`src/hdl/apu_pkg.sv`:
```
// shared constants, types and helpers for the adam parameter update block
`default_nettype none
package apu_pkg;
  localparam int ELEMENT_COUNT_DEF = 4096;
  localparam int FRACTION_BITS_DEF = 16;
  localparam int BETA_BITS = 16;
  localparam int LR_BITS = 24;
  localparam int IDX_W = 12;
  localparam int DATA_W = 32;

  localparam logic [1:0] REG_BETA_ONE = 2'd0;
  localparam logic [1:0] REG_BETA_TWO = 2'd1;
  localparam logic [1:0] REG_LR = 2'd2;

  localparam logic [15:0] BETA_ONE_RST = 16'd58982;
  localparam logic [15:0] BETA_TWO_RST = 16'd65471;
  localparam logic [23:0] LR_RST = 24'd16777;
  localparam logic [16:0] POWER_ONE = 17'h10000;

  // divider request: numerator, denominator
  typedef struct packed {
    logic [63:0] num;
    logic [63:0] den;
  } div_req_t;

  // saturating left shift of a 64 bit value
  function automatic logic [63:0] shl_sat(input logic [63:0] x, input int s);
    logic [63:0] r;
    r = x << s;
    if (s != 0 && (r >> s) != x) r = '1;
    return r;
  endfunction
endpackage
`default_nettype wire

```
`src/hdl/apu_sqrt.sv`:
```
// integer square root, one result bit per cycle
`default_nettype none
module apu_sqrt
  import apu_pkg::*;
(
  input  wire logic        clk,
  input  wire logic        rst,
  input  wire logic        start,
  input  wire logic [63:0] x,
  output logic [31:0]      root,
  output logic             done
);
  logic [63:0] xr;
  logic [33:0] rem;
  logic [31:0] r;
  logic [5:0]  cnt;
  logic        busy;
  logic [35:0] trial;
  logic [35:0] shifted;

  assign root = r;
  assign shifted = {rem, xr[63:62]};
  assign trial = shifted - {2'b00, r, 2'b01};

  always_ff @(posedge clk) begin
    if (rst) begin
      busy <= 1'b0;
      done <= 1'b0;
    end else begin
      done <= 1'b0;
      if (start) begin
        busy <= 1'b1;
        xr <= x;
        rem <= '0;
        r <= '0;
        cnt <= '0;
      end else if (busy) begin
        xr <= xr << 2;
        if (!trial[35]) begin
          rem <= trial[33:0];
          r <= {r[30:0], 1'b1};
        end else begin
          rem <= shifted[33:0];
          r <= {r[30:0], 1'b0};
        end
        cnt <= cnt + 6'd1;
        if (cnt == 6'd31) begin
          busy <= 1'b0;
          done <= 1'b1;
        end
      end
    end
  end
endmodule
`default_nettype wire

```
`config.mk`:
```
export PLATFORM = sky130hd
export DESIGN_NAME = apu_sqrt
export DESIGN_NICKNAME = d
export VERILOG_FILES = /design/src/hdl/apu_pkg.sv /design/src/hdl/apu_sqrt.sv
export SDC_FILE = /design/constraint.sdc
export NUM_CORES = 1
export LEC_CHECK = 0
export BUFFER_PORTS_ARGS = -buffer_cell sky130_fd_sc_hd__buf_2
export CAP_MARGIN = 20
export CORE_AREA = 2 2 137 139
export DETAILED_ROUTE_END_ITERATION = 10
export DIE_AREA = 0 0 139 141
export PLACE_DENSITY = 0.73
export SKIP_LAST_GASP = 1
export SYNTH_ARGS = -nofsm -noshare
export SYNTH_HDL_FRONTEND = slang
export SYNTH_SLANG_ARGS = --single-unit
```
`constraint.sdc`:
```
create_clock -name clk -period 23.8 [get_ports clk]
set_clock_uncertainty 0.1 [all_clocks]
set_input_delay 3.57 -clock clk [delete_from_list [all_inputs] [get_ports clk]]
set_output_delay 3.57 -clock clk [all_outputs]
set_load 0.05 [all_outputs]
```
==> reports/results.ini <==
[sta]
finalSetupViolations = 0
hold_violations = 0
slew_headroom_pct = 33.9
period_minus_slack_ns = 6.00
tns_ns = 0
tightest_slew_ns = 0.991
setup_ws_ns = 17.80
rsz0062_at_grt = false
max_freq_ghz = 0.167
slew_violations = 0
post-route-period-util_pct = 25.2

[floorplanning]
die_area_um2 = 19600
num_rows = 50
initial_core_util_pct = 43.7
die_h_um = 141
die_w_um = 139
io-pin-count = 100
core_um2 = 18300

[logic_synthesis]
seq_area_frac_synth_pct = 51.7
synth_top_cell_area_share_pct = 51.2
syn-cell-area_um2 = 7980
syn_area_per_cell_um2 = 11.6
netlist_instances = 688
synthTopCellsByArea = edfxtp_1 (51%), mux2_2 (9.7%), ha_1 (5.3%)
syn_nets = 789
ys.flop_type = edfxtp_1
ys_seq_elements = 138
ys_types = 70
postSynth.asyncResetShare_pct = 0
synth-edff-count = 136
synth_top_area_cell = edfxtp_1
yosys_warnings = 0

[global_routing]
grt-ovfl-total = 0
grt_first_pass_wirelength_um = 29000
antenna_found_initial = 4
grt_pass1_vias = 5653
grt_max_degree = 91
grtUsageTotal_pct = 18.7

[detailed_routing]
vias_per_cell = 5.65
wl_met2_um = 8320
highest_layer = met5
ant_nets = 0
via_count = 5787
wl_met1_um = 7500
wl_per_cell_um = 17.3
dr.first_iter.drc_count = 440
first_pass_iters = 5
wl_met3_um = 1690
drc = 0
drt-total-wl_um = 17700

[critical_path]
cp.required_ns = 23.75
cp.depth = 5
arrival_ns = 5.95
max_stage_delay_ns = 0.84
ff2ff_path_depth = 10
startpoint_type = input port
worst-path-max-fanout = 70
critPathKind = input port to flop
r2r_slack_ns = 19.86
endpoint_kind = flop
worstPathCellList = buf_4 -> nor2_1 -> nor2_4 -> buf_4 -> buf_4
crit_path_frequent_cell = buf_4
reg2reg_from = root[20]
crit_start = start
crit_buf_inv = 3
path_delay_family = buffers and inverters
cp_slowest_cell = buf_4
reg2reg_to = rem[6]

[hold_path]
hold_class = flop to flop
min_path_cells = 1
min_from = busy
whs_endpoint = done

[clocking]
hold_buffers = 0
htreeDepth = 4
clk_latency_ns = 0.43
clkTransAtPathRegs_ns = 0.06
cts.repair.resized = 0
cts_buffer_depth = 2
post_cts_buffers = 0
cts.sinks = 138
root_buffer = clkbuf_16
cts_buffers = 17
cts_tree = yes

[layout]
final_cell_mix = edfxtp_1 (136), buf_2 (98), mux2_2 (69)
layout-drive-gt1-share_pct = 28.5
fillers = 1652
final_common_cell = edfxtp_1
area_growth_syn_to_layout_pct = 15.4
nNetsFinal = 877
layoutNonFillerInstCount = 1024
design_area_um2 = 9220

[placed_design]
dp_cells = 991
portBuffers = 99
place.gp.congestion = 0.905
dpl-instance-area_um2 = 8660
dp_hpwl_um = 12000
preCtsSetupSlack_ns = 17.31

[power_and_ir_drop]
power_leakage_nw = 3.66
total_power_mw = 0.731
power.density_nw_per_um2 = 79.3
vdd_ir_drop_max_v = 0.0000484

[status]
status = finished clean

[job]
drv_cap = 0

worst register-to-register path, stage by stage (launching register included):
cell      delay [ns]
edfxtp_1        0.38
inv_1           0.14
ha_1            0.38
a311oi_2        0.29
o211ai_1        0.13
a31o_1          0.25
a221o_1         0.40
o21ai_4         0.22
and4_1          0.81
nor3_4          0.24
mux2_1          0.37
where the power goes:
part | total [mW] | switching [mW] | leakage [nW] | internal (mW)
clock network | 0.249 | 0.113 | 0.265 | 0.136
logic | 0.179 | 0.108 | 2.06 | 0.0710
registers | 0.302 | 0.00887 | 1.33 | 0.293
routing by layer:
| layer | vias up | GRT usage, % |
|---|---|---|
| met3 | 26 | 7.54 |
| met1 | 2760 | 23.7 |
| met4 | 4 | 4.68 |
| met2 | 207 | 29.9 |
| met5 | - | 0 |
| li1 | 2790 | - |
cells in the mapped netlist (3+ instances only):
cell      number
edfxtp_1     136
mux2_2        69
nor2_1        60
inv_1         45
a21oi_1       40
ha_1          34
nand2_1       31
clkbuf_1      23
a21o_1        18
xnor2_1       18
o21ai_0       17
nand3_1       16
o31ai_1       12
nand4_1       11
nor2b_1       11
nor3_1        11
a211oi_1       9
a31oi_1        9
o21a_1         7
mux2i_1        6
o21bai_1       5
or3_1          5
xor2_1         5
a31o_2         4
and2_1         4
and3_1         4
buf_1          4
buf_2          4
nand2b_1       4
nor4_1         4
o211ai_1       4
o311a_1        4
a2111o_1       3
a21boi_0       3
buf_6          3
o41ai_1        3
sequential cells by signal (all words and copies together), names as in the netlist:
register / cells
root: 32
busy: 1
xr: 64
rem: 34
done: 1
cnt: 6
cell families (layout without fill, tap and decap cells):
family / count (synthesis) / count (layout) / share of synthesized area, %
AND/OR/NAND/NOR: 171 / 171 / 10.6
AO/OA/AOI/OAI: 165 / 165 / 15.0
flip-flops: 138 / 138 / 51.7
buffers and inverters: 80 / 181 / 4.12
multiplexers: 77 / 77 / 10.8
adder cells (fa/ha/maj): 34 / 34 / 5.33
XOR/XNOR: 23 / 23 / 2.52
other: 0 / 1 / 0
how the worst max path moves through the flow:
stage | slack (ns) | to
floorplan | 13.22 | cnt[0]
global placement | 17.35 | rem[33]
detailed placement | 17.31 | root[31]
CTS | 17.78 | root[31]
global route | 17.55 | rem[21]
finish | 17.80 | root[24]
cell type report:
type,count,area [µm²],share of cell area (%)
diodes,1,2.50,0.0272
clock buffers,17,425,4.62
clock inverters,15,129,1.40
inverters,45,169,1.83
multi-input cells,470,3540,38.4
flip-flops and latches,138,4120,44.8
well taps,234,293,3.18
repair buffers,104,536,5.81
metrics by stage:
step | util, % | hold slack, ns
after global placement | 47.4 | 0.395
final | 50.4 | 0.411
after detailed placement | 47.4 | 0.406
after global routing | 50.4 | 0.443
after CTS | 50.4 | 0.418
after floorplan | - | 0.371
No activity file was read; power rests on OpenSTA's default activity.
