[config.mk]
export PLATFORM = sky130hd
export DESIGN_NAME = apu_mul
export DESIGN_NICKNAME = d
export VERILOG_FILES = /design/src/hdl/apu_pkg.sv /design/src/hdl/apu_mul.sv
export SDC_FILE = /design/constraint.sdc
export NUM_CORES = 1
export LEC_CHECK = 0
export BUFFER_PORTS_ARGS = -buffer_cell sky130_fd_sc_hd__buf_2
export CORE_MARGIN = 1
export CORE_UTILIZATION = 31
export DETAILED_ROUTE_END_ITERATION = 16
export PLACE_DENSITY = 0.47
export SLEW_MARGIN = 25
export SYNTH_ARGS = -nofsm -noshare
export SYNTH_HDL_FRONTEND = slang
export SYNTH_SLANG_ARGS = --single-unit
[constraint.sdc]
create_clock -name clk -period 16.1 [get_ports clk]
set_input_delay 0.805 -clock clk [delete_from_list [all_inputs] [get_ports clk]]
set_output_delay 0.805 -clock clk [all_outputs]
set_load 0.1 [all_outputs]
[src/hdl/apu_pkg.sv]
// shared constants, types and helpers for the adam parameter update block
`default_nettype none
package apu_pkg;
  localparam int ELEMENT_COUNT_DEF = 4096;
  localparam int FRACTION_BITS_DEF = 16;
  localparam int BETA_BITS = 16;
  localparam int LR_BITS = 24;
  localparam int IDX_W = 12;
  localparam int DATA_W = 32;

  localparam logic [1:0] REG_BETA_ONE = 2'd0;
  localparam logic [1:0] REG_BETA_TWO = 2'd1;
  localparam logic [1:0] REG_LR = 2'd2;

  localparam logic [15:0] BETA_ONE_RST = 16'd58982;
  localparam logic [15:0] BETA_TWO_RST = 16'd65471;
  localparam logic [23:0] LR_RST = 24'd16777;
  localparam logic [16:0] POWER_ONE = 17'h10000;

  // divider request: numerator, denominator
  typedef struct packed {
    logic [63:0] num;
    logic [63:0] den;
  } div_req_t;

  // saturating left shift of a 64 bit value
  function automatic logic [63:0] shl_sat(input logic [63:0] x, input int s);
    logic [63:0] r;
    r = x << s;
    if (s != 0 && (r >> s) != x) r = '1;
    return r;
  endfunction
endpackage
`default_nettype wire

[src/hdl/apu_mul.sv]
// shift-add multiplier, one multiplier bit per cycle
`default_nettype none
module apu_mul
  import apu_pkg::*;
(
  input  wire logic        clk,
  input  wire logic        rst,
  input  wire logic        start,
  input  wire logic [63:0] a,
  input  wire logic [31:0] b,
  output logic [95:0]      prod,
  output logic             done
);
  logic [95:0] acc;
  logic [95:0] mcand;
  logic [31:0] mplier;
  logic [5:0]  cnt;
  logic        busy;

  assign prod = acc;

  always_ff @(posedge clk) begin
    if (rst) begin
      busy <= 1'b0;
      done <= 1'b0;
    end else begin
      done <= 1'b0;
      if (start) begin
        busy <= 1'b1;
        cnt <= '0;
        acc <= '0;
        mcand <= {32'd0, a};
        mplier <= b;
      end else if (busy) begin
        if (mplier[0]) acc <= acc + mcand;
        mcand <= mcand << 1;
        mplier <= mplier >> 1;
        cnt <= cnt + 6'd1;
        if (cnt == 6'd31) begin
          busy <= 1'b0;
          done <= 1'b1;
        end
      end
    end
  end
endmodule
`default_nettype wire

==> impl_metrics.py <==
metrics = {
    "cts": {
        "postCtsResizedCells": 0,
        "clkLatencyLatePin_ps": 580,
        "cts_hold_buffers": 0,
        "cts_tree": "built",
        "cts.clk_slew.worst_paths_ps": 60,
        "postCtsSetupBuffers": 0,
        "cts_buffer_depth": 3,
        "root_buffer": "clkbuf_16",
        "h-tree-depth": 1,
        "cts_buffers": 29,
        "cts.sinks": 232,
    },
    "global_route": {
        "grt_pass1_wl_um": 66970,
        "grt_usage_pct": 16.98,
        "antenna_found_initial": 0,
        "grt-ovfl-total": 0,
        "grt_max_degree": 88,
        "use_met1_pct": 23.53,
        "met3_usage_pct": 2.739,
        "met2_usage_pct": 27.72,
        "busiest_layer": "met2",
        "grt_pass1_vias": 11660,
    },
    "logic_synthesis": {
        "synthSimpleGateAreaFrac_pct": 14.24,
        "synth_compound_area_share_pct": 16.84,
        "synthMuxAreaShare_pct": 7.758,
        "yosysUniqueCellTypes": 79,
        "syn_nets": 1643,
        "synth_top_family_by_area": "compound AO/OA/AOI/OAI gates",
        "syn_area_um2": 15140,
        "synth_seq_cells": 232,
        "avgSynthCellArea_um2": 10.47,
        "synth_async_sr_flop_share_pct": 0,
        "synth_warnings": 0,
        "synth-main-ff-cell": "edfxtp_1",
        "synth_adder_area_share_pct": 8.064,
        "yosysSeqAreaShare_pct": 45.87,
        "synth_xor_area_share_pct": 4.338,
        "syn_inst": 1447,
        "synth_edf_count": 230,
    },
    "floorplan": {
        "num_rows": 80,
        "core_um2": 47950,
        "fp.dieW_um": 223.0,
        "start_util_pct": 31.58,
        "die_y_um": 223.0,
        "die_area_um2": 49740,
        "io_pins": 196,
    },
    "sta": {
        "final.setup.worst_slack_ps": 12190,
        "slew_violations": 0,
        "period_share_pct": 24.28,
        "max_slew_margin_pct": 35.61,
        "rsz0062_at_grt": "no",
        "max_freq_mhz": 255.8,
        "hold_viol": 0,
        "worst_pin_slew_ps": 963.5,
        "final.min_clock_period_ps": 3909,
        "skew_ps": 27.56,
        "fin_tns_setup_ps": 0,
        "setup_viol": 0,
    },
    "setup_path": {
        "critPathLaunch": "prod[0]",
        "cp_num_cells": 12,
        "rr_worst_depth": 12,
        "path_delay_family": "compound AO/OA/AOI/OAI gates",
        "r2r_slack_ps": 12190,
        "rr_endpoint": "prod[44]",
        "start_kind": "flop",
        "cp-endpoint": "prod[44]",
        "crit_buf_inv": 0,
        "cp-end-kind": "flop",
        "cp_slowest_stage_delay_ps": 410,
        "cp_max_fo": 3,
        "path_common_cell": "a21oi_1",
        "cp_slowest_cell": "fa_1",
        "crit_chain": "ha_1 -> fa_1 -> a21oi_1 -> o211ai_1 -> a21oi_1 -> o31ai_2 -> a221o_1 -> a221o_2 -> a31oi_2 -> o221a_2 -> o31a_1 -> mux2_1",
        "r2r-start": "prod[0]",
        "crit_type": "reg -> reg",
        "arrival_ps": 4210,
        "required_ps": 16400,
    },
    "pwr": {
        "leakagePower_nw": 6.884,
        "p_sw_share_pct": 35.88,
        "pwr-share-comb_pct": 31.3,
        "seqPwrFrac_pct": 36.8,
        "power_switching_mw": 0.7400,
        "p_clk_share_pct": 31.9,
        "peakVddDrop_v": 0.00007044,
        "powerDensity_nw_per_um2": 117.3,
        "p_int_mw": 1.323,
    },
    "place": {
        "dp_slack_ps": 12210,
        "port_buffers": 195,
        "place_area_um2": 16640,
        "dpl.hpwl_um": 31800,
        "gp_congestion": 0.8690,
    },
    "cells_and_area": {
        "n_fill_cell": 4811,
        "postLayoutCellArea_um2": 17580,
        "nets": 1807,
        "drive_above_1_share_pct": 23.03,
        "syn_to_final_growth_pct": 16.10,
        "diodes": 0,
    },
    "drt": {
        "dr.first_iter.drc_count": 848,
        "drt-pass1-iter-count": 7,
        "vias": 11800,
        "drc": 0,
        "wirelength_um": 42810,
        "wl_per_cell_um": 19.04,
        "postRouteAntennaNets": 0,
        "viasPerCell": 5.250,
    },
    "hold_path": {
        "hp-class": "in -> reg",
    },
    "flow_run": {
        "drv_cap": 0,
    },
    "outcome": {
        "run_status": "finished clean",
    },
}
-- kinds of logic after synthesis --
logic type | after synthesis
flip-flops | 232
multiplexers | 104
AO/OA/AOI/OAI | 383
adder cells (fa/ha/maj) | 97
AND/OR/NAND/NOR | 456
XOR/XNOR | 75
buffers and inverters | 100
-- power by group through the flow --
stage | Sequential [mW] | Combinational, mW | Clock, mW
2_1_floorplan | 0.926 | 0.351 | 0
3_3_place_gp | 0.771 | 0.644 | 0
3_5_place_dp | 0.772 | 0.643 | 0
4_1_cts | 0.760 | 0.646 | 0.680
5_1_grt | 0.765 | 0.701 | 0.701
6_report | 0.759 | 0.645 | 0.658
-- cell usage after synthesis (19+ instances only) --
cell type / number / area (um^2)
nor3_1: 33 / 165.2
o21a_1: 19 / 142.6
xnor2_1: 51 / 446.7
o21bai_1: 26 / 195.2
a21o_1: 57 / 427.9
nand3_1: 23 / 115.1
nor2_1: 160 / 600.6
nor2b_1: 49 / 306.5
a21oi_1: 135 / 675.7
xor2_1: 24 / 210.2
ha_1: 96 / 1201
nand4_1: 39 / 244.0
o21ai_0: 61 / 305.3
mux2_2: 96 / 1081
nand2_1: 104 / 390.4
inv_1: 31 / 116.4
clkbuf_1: 49 / 183.9
edfxtp_1: 230 / 6907
-- area by class of cell --
type	instances	area, um^2	area share (%)
inverter	31	116.4	0.6619
clock buffer	38	759.5	4.320
tap	615	769.5	4.377
clock inverter	15	177.7	1.011
sequential	232	6947	39.51
multi-input combinational	1115	7774	44.22
timing repair buffer	202	1037	5.900
-- registers in the layout, indices dropped and copies added (netlist names) --
register	cells
busy	1
cnt	6
done	1
mcand	96
mplier	32
prod	96
-- worst min path at each step --
| stage | depth (start not counted) | startpoint | endpoint | slack (ps) |
|---|---|---|---|---|
| detailed placement | 1 | mplier[11] | mplier[10] | 540 |
| floorplan | 1 | busy | done | 490 |
| global placement | 1 | mplier[7] | mplier[6] | 530 |
| CTS | 2 | a[0] | mcand[0] | 480 |
| finish | 2 | rst | busy | 520 |
| global route | 2 | b[31] | mplier[31] | 500 |
-- per-stage QoR --
| stage | power, mW | util [%] | cells | hold slack [ps] |
|---|---|---|---|---|
| floorplan | 1.277 | - | 1447 | 491.8 |
| global placement | 1.415 | 34.71 | 2195 | 527.1 |
| detailed placement | 1.415 | 34.71 | 2195 | 537.1 |
| CTS | 2.086 | 36.67 | 2248 | 478.4 |
| global route | 2.167 | 36.67 | 2248 | 499.1 |
| finish | 2.063 | 36.67 | 2248 | 515.7 |
-- cells in the final DEF (no fill, tap or decap), drive strengths merged, types with 24 or more instances in the layout --
master | synthesis | final
xor2 | 24 | 24
a21o | 57 | 57
nor3 | 34 | 34
ha | 96 | 96
nand4 | 39 | 39
nor2 | 160 | 160
inv | 31 | 32
xnor2 | 51 | 51
nand2 | 105 | 105
nor2b | 49 | 49
o21bai | 26 | 26
a21oi | 137 | 137
mux2 | 104 | 104
clkbuf | 52 | 39
edfxtp | 230 | 230
o21ai | 69 | 69
buf | 16 | 201
-- layer usage --
layer,part of all wire [%],vias to the layer above
li1,-,5741
met1,46,5719
met2,47,302
met3,5.3,41
met4,1.6,0
met5,0,-
Note: power is estimated with default switching activity, not from simulation.
