### config.mk
export PLATFORM = sky130hd
export DESIGN_NAME = apu_div
export DESIGN_NICKNAME = d
export VERILOG_FILES = /design/src/hdl/apu_pkg.sv /design/src/hdl/apu_div.sv
export SDC_FILE = /design/constraint.sdc
export NUM_CORES = 1
export LEC_CHECK = 0
export BUFFER_PORTS_ARGS = -buffer_cell sky130_fd_sc_hd__buf_2
export CAP_MARGIN = 15
export CORE_UTILIZATION = 60
export DETAILED_ROUTE_END_ITERATION = 12
export GPL_TIMING_DRIVEN = 0
export MAX_ROUTING_LAYER = met4
export PLACE_DENSITY = 0.84
export SLEW_MARGIN = 10
export SYNTH_ARGS = -nofsm -noshare
export SYNTH_HDL_FRONTEND = slang
export SYNTH_SLANG_ARGS = --single-unit
### constraint.sdc
create_clock -name clk -period 15.7 [get_ports clk]
set_input_delay 0 -clock clk [delete_from_list [all_inputs] [get_ports clk]]
set_output_delay 0 -clock clk [all_outputs]
set_load 0.1 [all_outputs]
### src/hdl/apu_pkg.sv
// shared constants, types and helpers for the adam parameter update block
`default_nettype none
package apu_pkg;
  localparam int ELEMENT_COUNT_DEF = 4096;
  localparam int FRACTION_BITS_DEF = 16;
  localparam int BETA_BITS = 16;
  localparam int LR_BITS = 24;
  localparam int IDX_W = 12;
  localparam int DATA_W = 32;

  localparam logic [1:0] REG_BETA_ONE = 2'd0;
  localparam logic [1:0] REG_BETA_TWO = 2'd1;
  localparam logic [1:0] REG_LR = 2'd2;

  localparam logic [15:0] BETA_ONE_RST = 16'd58982;
  localparam logic [15:0] BETA_TWO_RST = 16'd65471;
  localparam logic [23:0] LR_RST = 24'd16777;
  localparam logic [16:0] POWER_ONE = 17'h10000;

  // divider request: numerator, denominator
  typedef struct packed {
    logic [63:0] num;
    logic [63:0] den;
  } div_req_t;

  // saturating left shift of a 64 bit value
  function automatic logic [63:0] shl_sat(input logic [63:0] x, input int s);
    logic [63:0] r;
    r = x << s;
    if (s != 0 && (r >> s) != x) r = '1;
    return r;
  endfunction
endpackage
`default_nettype wire

### src/hdl/apu_div.sv
// restoring divider, one quotient bit per cycle
`default_nettype none
module apu_div
  import apu_pkg::*;
(
  input  wire logic     clk,
  input  wire logic     rst,
  input  wire logic     start,
  input  wire div_req_t req,
  output logic [63:0]   quo,
  output logic          done
);
  logic [64:0] rem;
  logic [63:0] q;
  logic [63:0] d;
  logic [6:0]  cnt;
  logic        busy;
  logic [64:0] trial;

  assign quo = q;
  assign trial = {rem[63:0], q[63]} - {1'b0, d};

  always_ff @(posedge clk) begin
    if (rst) begin
      busy <= 1'b0;
      done <= 1'b0;
    end else begin
      done <= 1'b0;
      if (start) begin
        busy <= 1'b1;
        rem <= '0;
        q <= req.num;
        d <= req.den;
        cnt <= '0;
      end else if (busy) begin
        if (!trial[64]) begin
          rem <= trial;
          q <= {q[62:0], 1'b1};
        end else begin
          rem <= {rem[63:0], q[63]};
          q <= {q[62:0], 1'b0};
        end
        cnt <= cnt + 7'd1;
        if (cnt == 7'd63) begin
          busy <= 1'b0;
          done <= 1'b1;
        end
      end
    end
  end
endmodule
`default_nettype wire

==> results.ini, run 1 <==
[outcome]
status = complete, no violations

[cts]
cts-root-buf = clkbuf_16
cts.htree.levels = 1
hold_buffers = 129
cts.sinks = 201
post_cts_resized = 0
postCtsSetupRepairBufs = 0
clk_path_buf_depth = 3
cts_tree = built
clk_latency_ns = 0.53
cts_buffers = 23
path_clk_slew_ns = 0.06

[detailed_routing]
drtPass1Iterations = 6
viasPerCell = 5.843
drc = 0
drtIter0Drc = 821
ant_nets = 0
post_drt_wl_per_cell_um = 19.66
wl_um = 33460
vias = 9944

[timing]
tightest_slew_ns = 0.7166
hold_viol = 0
fin_crit_ns = 4.361
setup_violations = 0
max_freq_ghz = 0.2293
holdWs_ns = 0.1044
fin_skew_ns = 0.01548
fin_crit_sh_pct = 27.78
slew_viol_final = 0
rsz0062_at_grt = false
fin_setup_tns_ns = 0
slew_headroom_pct = 52.23

[placement]
placed_cell_area_um2 = 13400
dp_hpwl_um = 20870
gp_congestion = 0.9334
port-buffer-count = 194

[floorplan]
die_w_um = 142.7
core_region_area_um2 = 19460
pin_count = 196
die_area_um2 = 20370
rows = 51
start_util_pct = 61.04
die_h_um = 142.7

[power_and_ir_drop]
pwr-share-clk_pct = 30.9
power_density_nw_per_um2 = 116.0
switching_share_pct = 33.48
switchingPower_mw = 0.6002
p_comb_share_pct = 31.5
seqPwrFrac_pct = 37.6
leakagePower_nw = 6.630
internal-power_mw = 1.193
irDropWorstVdd_v = 0.00009693

[logic_synthesis]
synth_common_cells = edfxtp_1 (199), nor2_1 (102), inv_1 (78)
synthArstFlopShare_pct = 0
synth_area_leader_cell = edfxtp_1
post-synth-top-count-cell = edfxtp_1
ys_ff_latch = 201
yosys_warnings = 0
avgSynthCellArea_um2 = 11.19
yosysTopAreaCellShare_pct = 50.30
synth.area.top_cells = edfxtp_1 (50%), ha_1 (6.8%), mux2_2 (6.0%)
synth_flop_cell = edfxtp_1
yosysSeqAreaShare_pct = 50.64
synth_cell_type_count = 64
synth-edff-count = 199
syn_inst = 1062
syn_nets = 1259
syn-cell-area_um2 = 11880

[setup_path]
cp-start-kind = register
crit_type = reg2reg
critPathCaptureType = register
crit_path_max_fanout = 10
crit_arrival_ns = 4.62
crit_required_ns = 15.96

[global_routing]
grt_max_degree = 32
gr-total-overflow = 0
antenna_found_initial = 2
grt_first_pass_wirelength_um = 50600
grt_usage_pct = 33.43
grt_pass1_vias = 10010

[finish]
drive_above_1_share_pct = 23.14
design_area_um2 = 15450
nets = 1615
area_growth_pct = 30.09

[min_path]
min_path_type = in2reg

[job]
drv_cap = 0

[power by group through the flow]
stage               Sequential, mW  Combinational, mW  Clock, mW
global route                 0.678              0.609      0.572
detailed placement           0.681              0.521          0
global placement             0.687              0.500          0
finish                       0.674              0.565      0.553
floorplan                    0.756              0.334          0
CTS                          0.671              0.550      0.547
[layout by cell type (no fill, tap or decap), drive strengths merged, types with 4 or more instances in the layout]
| cell | n |
|---|---|
| a21oi | 80 |
| xnor2 | 38 |
| a31oi | 11 |
| clkbuf | 62 |
| nand2b | 6 |
| or3 | 4 |
| nor4 | 5 |
| a211o | 5 |
| nor2b | 10 |
| mux2 | 63 |
| inv | 79 |
| nand3b | 5 |
| nor2 | 102 |
| and3 | 4 |
| o211ai | 5 |
| nand3 | 15 |
| xor2 | 25 |
| mux2i | 57 |
| nand4 | 18 |
| buf | 221 |
| nor3 | 10 |
| nand2 | 65 |
| o21ai | 48 |
| o21bai | 8 |
| dlygate4sd3 | 129 |
| or2 | 5 |
| clkinv | 6 |
| o31ai | 4 |
| a21o | 31 |
| o21a | 14 |
| edfxtp | 199 |
| ha | 65 |
[critical path: stages, from the launching register on]
cell	delay [ns]
edfxtp_1	0.41
inv_1	0.08
ha_1	0.24
fa_1	0.42
nor2b_1	0.20
o211ai_2	0.13
a31oi_1	0.26
o21ai_1	0.12
a211o_1	0.31
a21oi_2	0.31
a21oi_2	0.15
o31ai_4	0.40
nand4_1	0.17
nand3_2	0.18
buf_6	0.21
buf_8	0.18
mux2i_1	0.24
nor2_1	0.07
[cell type report]
type,count,area (µm²)
Multi-Input combinational cell,734,5343
Clock buffer,32,649.4
Antenna cell,2,5.005
Timing Repair Buffer,331,2460
Fill cell,1154,4008
Clock inverter,10,113.9
Buffer,49,244.0
Tap cell,265,331.6
Sequential cell,201,6016
Inverter,78,292.8
[kinds of logic (layout without fill, tap and decap cells)]
kind of cell    after synthesis  count (layout)  share of synthesized area (%)
compound gates              230             230                          12.62
simple gates                255             255                          9.795
other cells                   0               2                              0
xor+xnor                     63              63                          4.645
flops                       201             201                          50.64
buf+inv                     127             500                          4.518
mux                         120             120                          10.77
fa+ha+maj                    66              66                          7.014
[routing by layer]
metal,part of all wire [%],global-route usage (%),vias up,wire [µm]
met1,38,37.89,4647,12650
met5,0,-,-,0
met2,49,57.30,567,16380
met3,7.8,5.902,130,2613
met4,5.4,16.19,0,1819
li1,-,-,4600,-
[state kept, by name (all words and copies together), names as in the netlist]
register / count
cnt: 7
quo: 64
d: 64
rem: 64
done: 1
busy: 1
[worst paths after layout]
path	startpoint	end	slack (ns)	cells after the start
setup / recovery	quo[63]	rem[30]	11.34	17
hold / removal	start	quo[63]	0.10	2
setup reg to reg	quo[63]	rem[30]	11.34	17
hold reg to reg	busy	done	0.49	1
[stage by stage]
| stage | power, mW | setup WS (ns) | instances | utilization [%] |
|---|---|---|---|---|
| 6_report | 1.793 | 11.34 | 1702 | 79.41 |
| 4_1_cts | 1.769 | 11.50 | 1700 | 79.38 |
| 3_5_place_dp | 1.202 | 11.56 | 1529 | 68.83 |
| 3_3_place_gp | 1.187 | 6.370 | 1521 | 67.73 |
| 2_1_floorplan | 1.090 | 9.079 | 1062 | - |
| 5_1_grt | 1.859 | 11.16 | 1702 | 79.41 |
Power figures use the tool's default switching activity.
==> inputs of run 2 (changes only) <==
--- a/config.mk
+++ b/config.mk
@@ -7,11 +7,11 @@
 export LEC_CHECK = 0
 export BUFFER_PORTS_ARGS = -buffer_cell sky130_fd_sc_hd__buf_2
 export CAP_MARGIN = 15
-export CORE_UTILIZATION = 60
+export CORE_UTILIZATION = 57
 export DETAILED_ROUTE_END_ITERATION = 12
 export GPL_TIMING_DRIVEN = 0
 export MAX_ROUTING_LAYER = met4
-export PLACE_DENSITY = 0.84
+export PLACE_DENSITY = 0.81
 export SLEW_MARGIN = 10
 export SYNTH_ARGS = -nofsm -noshare
 export SYNTH_HDL_FRONTEND = slang
==> constraint.sdc (replaced) <==
create_clock -name clk -period 4.13 [get_ports clk]
set_input_delay 0 -clock clk [delete_from_list [all_inputs] [get_ports clk]]
set_output_delay 0 -clock clk [all_outputs]
set_load 0.1 [all_outputs]
==> results.ini, run 2 (same netlist as run 1, synthesis figures left out) <==
[timing]
slew_headroom_pct = 52.88
rsz0062_at_grt = true
setup_violations = 0
fin_setup_tns_ns = 0
slew_viol_final = 0
hold_viol = 0
holdWs_ns = 0.09979
fin_skew_ns = 0.01360
fin_crit_ns = 4.018
fin_crit_sh_pct = 97.28
layout_setup_ws_ns = 0.1125
max_freq_ghz = 0.2489
tightest_slew_ns = 0.7068

[finish]
register_area_um2 = 6016
drive_above_1_share_pct = 23.89
final_common_cell = buf_2
final_cells = 1711
fillers = 1299
area_growth_pct = 31.32
nets = 1620
fin_util_pct = 76.61
design_area_um2 = 15600
final_cell_mix = buf_2 (200), edfxtp_1 (199), dlygate4sd3_1 (129)
multiInputGateArea_um2 = 5379

[detailed_routing]
vias = 9634
drc = 0
wl_um = 31490
ant_nets = 0
wl_met3_um = 2235
post_drt_wl_per_cell_um = 18.40
drtPass1Iterations = 5
wl_met2_um = 15330
drt-met1-wl_um = 12780
viasPerCell = 5.631
drtIter0Drc = 595
highest_layer = met4

[global_routing]
grt_pass1_vias = 9759
antenna_found_initial = 1
grt_first_pass_wirelength_um = 49540
grt_usage_pct = 30.24
gr-total-overflow = 0
grt_max_degree = 33

[floorplan]
die_w_um = 146.4
die_area_um2 = 21420
core_region_area_um2 = 20360
die_h_um = 146.4
pin_count = 196
rows = 52
start_util_pct = 58.34

[outcome]
status = complete, no violations

[job]
drv_cap = 0

[cts]
cts_tree = built
cts.sinks = 201
cts.htree.levels = 1
clk_path_buf_depth = 3
cts-root-buf = clkbuf_16
path_clk_slew_ns = 0.06
clk_latency_ns = 0.53
cts_buffers = 23

[placement]
dp_slack_ns = -0.02251
dp_hpwl_um = 20490
placed_cell_area_um2 = 13370
port-buffer-count = 194
dp_cells = 1533
gp_congestion = 0.9266

[setup_path]
cp-start-kind = register
critPathCaptureType = register
rrSetupSlack_ns = 0.11
crit_required_ns = 4.39
crit_type = reg2reg
crit_path_max_fanout = 10
crit_arrival_ns = 4.28

[power_and_ir_drop]
leakagePower_nw = 6.692
power_density_nw_per_um2 = 448.8
power_mw = 7.002
irDropWorstVdd_v = 0.0003883

[min_path]
min_path_type = in2reg

-- run 2: per-layer routing --
layer	GRT usage [%]	vias up
met3	5.438	83
li1	-	4614
met5	-	-
met2	50.17	390
met1	36.85	4547
met4	11.46	0
-- run 2: worst paths after layout --
path                 from       to  cells after the start
setup / recovery  quo[63]   rem[3]                     17
hold / removal      start  quo[63]                      2
hold reg to reg      busy     done                      1
setup reg to reg  quo[63]   rem[3]                     17
-- run 2: repair_timing --
action / 4_1_cts / 5_1_grt
pin swaps: 0 / 6
setup buffers: 0 / 6
gates resized for setup: 1 / 11
endpoints found under the hold margin: 153 / 0
setup endpoints to repair: 31 / 62
hold buffers: 129 / 0
-- run 2: report_power, final --
| part | total (mW) | switching, mW | internal, mW |
|---|---|---|---|
| registers | 2.56 | 0.0888 | 2.47 |
| logic | 2.16 | 1.30 | 0.862 |
| clock network | 2.28 | 0.875 | 1.41 |
| total | 7.00 | 2.27 | 4.74 |
-- run 2: area by class of cell --
type | instances | area share, %
multi-input cells | 734 | 34.48
plain buffers | 49 | 1.668
diodes | 1 | 0.01604
clock inverters | 17 | 1.620
repair buffers | 336 | 15.88
flip-flops and latches | 201 | 38.56
inverters | 78 | 1.877
well taps | 270 | 2.165
clock buffers | 25 | 3.737
-- run 2: worst max-delay path: stages, from the launching register on --
cell,delay [ns]
edfxtp_1,0.39
inv_1,0.07
ha_1,0.23
fa_2,0.39
nor2b_4,0.13
o211ai_2,0.10
a31oi_1,0.21
o21ai_1,0.12
a211o_1,0.36
a21oi_4,0.24
a21oi_2,0.12
o31ai_4,0.40
nand4_1,0.21
nand3_4,0.15
buf_12,0.16
buf_8,0.16
mux2i_2,0.24
nor2_1,0.06
